===== src/rtl/core/lrmc_pkg.sv =====
// ============================================================================
// lrmc_pkg: shared definitions of the lag ring multiply-with-carry generator
// Widths, reset values, codes and the carry step result type.
// ============================================================================
package lrmc_pkg;

  localparam int LAG_LENGTH = 2048;
  localparam int PTR_W      = $clog2(LAG_LENGTH);
  localparam int IDX_W      = 11;
  localparam int WORD_W     = 32;
  localparam int CFG_W      = 20;
  localparam int CFG_IDX_W  = 1;
  localparam int CARRY_W    = 21;
  localparam int PROD_W     = CFG_W + WORD_W;

  localparam logic [WORD_W-1:0] WORD_BASE         = 32'hFFFF_FFFE;
  localparam logic [WORD_W-1:0] WORD_TOP          = 32'hFFFF_FFFD;
  localparam logic [CFG_W-1:0]  MULT_RESET        = 20'd1047570;
  localparam logic [CFG_W-1:0]  START_CARRY_RESET = 20'd123;

  typedef enum logic {
    MODE_LOAD = 1'b0,
    MODE_DRAW = 1'b1
  } mode_t;

  typedef enum logic [CFG_IDX_W-1:0] {
    CFG_MULTIPLIER  = 1'b0,
    CFG_START_CARRY = 1'b1
  } cfg_reg_t;

  typedef struct packed {
    logic [WORD_W-1:0]  word;
    logic [CARRY_W-1:0] carry;
  } step_t;

endpackage


===== src/rtl/core/lrmc_carry_step.sv =====
// ============================================================================
// lrmc_carry_step: carry recurrence of one draw
// Adds the carry to the product, divides by 0xFFFFFFFE through a fold of the
// upper half, and forms the complemented result word.
// ============================================================================
module lrmc_carry_step (
  input  logic [lrmc_pkg::PROD_W-1:0]  prod,
  input  logic [lrmc_pkg::CARRY_W-1:0] carry,
  output lrmc_pkg::step_t              res
);
  import lrmc_pkg::*;

  localparam int T_W  = PROD_W + 1;
  localparam int HI_W = T_W - WORD_W;

  logic [T_W-1:0]      t_sum;
  logic [HI_W-1:0]     t_hi;
  logic [WORD_W-1:0]   t_lo;
  logic [WORD_W:0]     fold;
  logic [HI_W-1:0]     quot;

  // Since 2^32 = base + 2, t = hi * base + (2 * hi + lo), and the folded
  // remainder stays below twice the base, so one compare finishes the division.
  assign t_sum = T_W'(prod) + T_W'(carry);
  assign t_hi  = t_sum[T_W-1:WORD_W];
  assign t_lo  = t_sum[WORD_W-1:0];
  assign fold  = (WORD_W+1)'({t_hi, 1'b0}) + (WORD_W+1)'(t_lo);
  assign quot  = (fold >= (WORD_W+1)'(WORD_BASE)) ? t_hi + HI_W'(1) : t_hi;

  assign res.word  = WORD_TOP - t_lo;
  assign res.carry = CARRY_W'(quot);

endmodule


===== config.mk =====
export PLATFORM = sky130hd
export DESIGN_NAME = lrmc_carry_step
export DESIGN_NICKNAME = d
export VERILOG_FILES = /design/src/rtl/core/lrmc_pkg.sv /design/src/rtl/core/lrmc_carry_step.sv
export SDC_FILE = /design/constraint.sdc
export NUM_CORES = 1
export LEC_CHECK = 0
export ABC_CLOCK_PERIOD_IN_PS = 7200
export CORE_MARGIN = 5
export CORE_UTILIZATION = 30
export DETAILED_ROUTE_END_ITERATION = 7
export DONT_BUFFER_PORTS = 1
export PLACE_DENSITY = 0.42
export SLEW_MARGIN = 20
export SYNTH_ARGS = -nofsm -noshare
export SYNTH_HDL_FRONTEND = slang
export SYNTH_SLANG_ARGS = --single-unit

===== constraint.sdc =====
create_clock -name vclk -period 7.2
set_input_delay 0.72 -clock vclk [all_inputs]
set_output_delay 0.72 -clock vclk [all_outputs]
set_load 0.02 [all_outputs]

==> impl_metrics.csv <==
group,metric,value,unit
floorplanning,fp.dieH,137,um
floorplanning,num_rows,46,
yosys,yosysUniqueCellTypes,85,
timing,tns,0,ns
placed_design,place.port_buffers,0,
global_route,grt_max_degree,12,
timing,finalHoldViolations,0,
yosys,ys_top_cells_by_count,"nand2_1 (69), nor2_1 (54), xnor2_1 (51)",
drt,via_count,5629,
layout,seq_cells,0,
power,pwr-share-comb,100.0,%
timing,drv_slew,0,
power,switching_share,64.3,%
floorplanning,core,15800,um^2
power,power.density,133,nW/um^2
critical_path,path_max_fanout,10,
timing,fin_crit_sh,96.1,%
layout,regArea,0,um^2
yosys,ys_top_cells_by_area,"ha_1 (11%), xnor2_1 (9.2%), xor2_1 (7.3%), nand2_1 (5.4%), a21oi_1 (4.8%)",
power,internal_power,0.255,mW
timing,post-route-min-period,6.92,ns
job,max-cap-violations,0,
layout,n_antenna_cell,0,
timing,tightest_slew,0.870,ns
yosys,synth_adder_area_share,12.2,%
power,p_switching,0.461,mW
floorplanning,ios,126,
placed_design,gp_congestion,0.945,
drt,wl_met2,9940,um
yosys,synthXorXnorAreaFrac,17.0,%
yosys,synth.cell_area,4830,um^2
floorplanning,initial_utilization,30.5,%
layout,nClkBuffers,0,
power,clkPwrFrac,0,%
power,power_frac_seq,0,%
global_route,antenna_found_initial,0,
drt,dr.max_layer_used,"met4",
yosys,synthSimpleGateAreaFrac,35.2,%
global_route,gr-total-overflow,0,
drt,drc,0,
drt,wl_met3,1110,um
critical_path,crit_family,"simple AND/OR/NAND/NOR gates",
placed_design,hpwl,18100,um
timing,setup_viol,0,
yosys,synth_compound_area_share,29.3,%
critical_path,path_class,"in -> out",
critical_path,setup.worst_path.start_class,"input port",
layout,layout-drive-gt1-share,11.7,%
placed_design,dp.cells,946,
yosys,synth_cells,712,
yosys,yosys.area.top_type_share,11.4,%
min_path,min_path_cells,2,
min_path,hold_path_class,"in -> out",
drt,drt_iter0_drc,402,
drt,final_antenna_net_count,0,
floorplanning,die_w,137,um
timing,relSlewSlack,41.8,%
drt,firstDrtPassIters,7,
yosys,synth_top_cell_by_area,"ha_1",
critical_path,critPathMaxStageDelay,0.42,ns
layout,final_cells,948,
critical_path,timing.critical_path.buf_inv,2,
min_path,worstHoldStart,"carry[0]",
yosys,syn_area_per_cell,6.78,um^2
drt,viasPerCell,5.94,
drt,wl,20600,um
global_route,grt_first_pass_wirelength,30900,um
critical_path,crit_path_top_delay_cell,"ha_1",
yosys,muxShareOfSynthArea,0.855,%
min_path,worstHoldEndpoint,"res[21]",
layout,area_delta_synth_final,11.3,%
power,p_leak,2.07,nW
floorplanning,fp.dieArea,18700,um^2
drt,routedWlPerCell,21.7,um
critical_path,required,6.48,ns
critical_path,crit_chain,"ha_1 -> nand4_1 -> or2_1 -> a211o_1 -> nand4_1 -> nand3_1 -> nor3_1 -> xor2_1 -> ha_1 -> a21o_1 -> a31o_2 -> a21o_1 -> a31o_1 -> a221oi_1 -> xnor3_1 -> o22ai_1 -> nand4b_4 -> buf_12 -> nor4_1 -> xor2_1 -> buf_4",
timing,max_freq,0.145,GHz
critical_path,endpoint_kind,"primary output",
layout,fin_nets,853,
power,peakVddDrop,0.0433,mV
power,p_total,0.716,mW
yosys,synth_top_family_by_area,"simple AND/OR/NAND/NOR gates",
global_route,grt_util_all_layers,21.0,%
yosys,synthesis.nets,831,
yosys,ys_seq_area_share,0,%
global_route,grt_pass1_vias,5485,
timing,rsz0062_at_grt,"false",
critical_path,arrival,6.20,ns
drt,wl_met1,8900,um
timing,hold_ws,1.63,ns
yosys,yosys_warnings,0,
yosys,synth.most_common_cell,"nand2_1",
run_status,outcome,"finished, final reports clean",
clock_tree,postCtsHoldBufs,0,
-- stage by stage --
step	cell area [um^2]	util [%]	setup WS [ns]
after floorplan	4830	-	0.631
after global placement	5320	33.6	0.199
after detailed placement	5320	33.6	0.125
after CTS	5320	33.6	0.0930
after global routing	5380	34.0	0.0230
final	5380	34.0	0.283
-- worst max-delay path by stage --
stage	endpoint	slack (ns)	cells after the start	startpoint
5_1_grt	res[8]	0.02	21	prod[7]
6_report	res[8]	0.28	21	prod[7]
3_3_place_gp	res[8]	0.20	23	prod[0]
4_1_cts	res[8]	0.09	23	prod[0]
3_5_place_dp	res[8]	0.13	23	prod[0]
2_1_floorplan	res[13]	0.63	22	prod[0]
-- layout by cell type (no fill, tap or decap), types with 20 or more instances in the layout --
master and n:
nand2_1 69, nor2_1 54, xnor2_1 50, a21oi_1 45
ha_1 44, buf_4 44, inv_1 40, xor2_1 40
nand3_1 37, o21ai_0 36, nand4_1 28, a21o_1 23
nor3_1 20
-- power by group through the flow --
stage	clock [mW]	combinational (mW)	sequential [mW]
2_1_floorplan	0	0.501	0
3_3_place_gp	0	0.707	0
3_5_place_dp	0	0.700	0
4_1_cts	0	0.704	0
5_1_grt	0	0.777	0
6_report	0	0.716	0
-- logic make-up (layout without fill, tap and decap cells) --
| logic type | count (synthesis) | after routing |
|---|---|---|
| simple gates | 302 | 302 |
| buf+inv | 65 | 85 |
| fa+ha+maj | 46 | 46 |
| compound gates | 203 | 203 |
| xor+xnor | 92 | 92 |
| mux | 4 | 4 |
-- repair_timing --
action / CTS / global route
buffers inserted: 0 / 2
endpoints found under the setup margin: 0 / 16
gates resized for setup: 0 / 8
-- final cells by class --
class,instances,area (um^2)
fill,1781,10500
inverter,40,150
multi-input combinational,647,4610
tap,216,270
timing repair buffer,45,350
-- per-layer routing --
metal | up-vias | track usage [%]
met3 | 33 | 2.94
li1 | 2706 | -
met2 | 193 | 37.4
met4 | 0 | 4.66
met5 | - | 0
met1 | 2697 | 26.9
(Power assumes the default switching activity.)
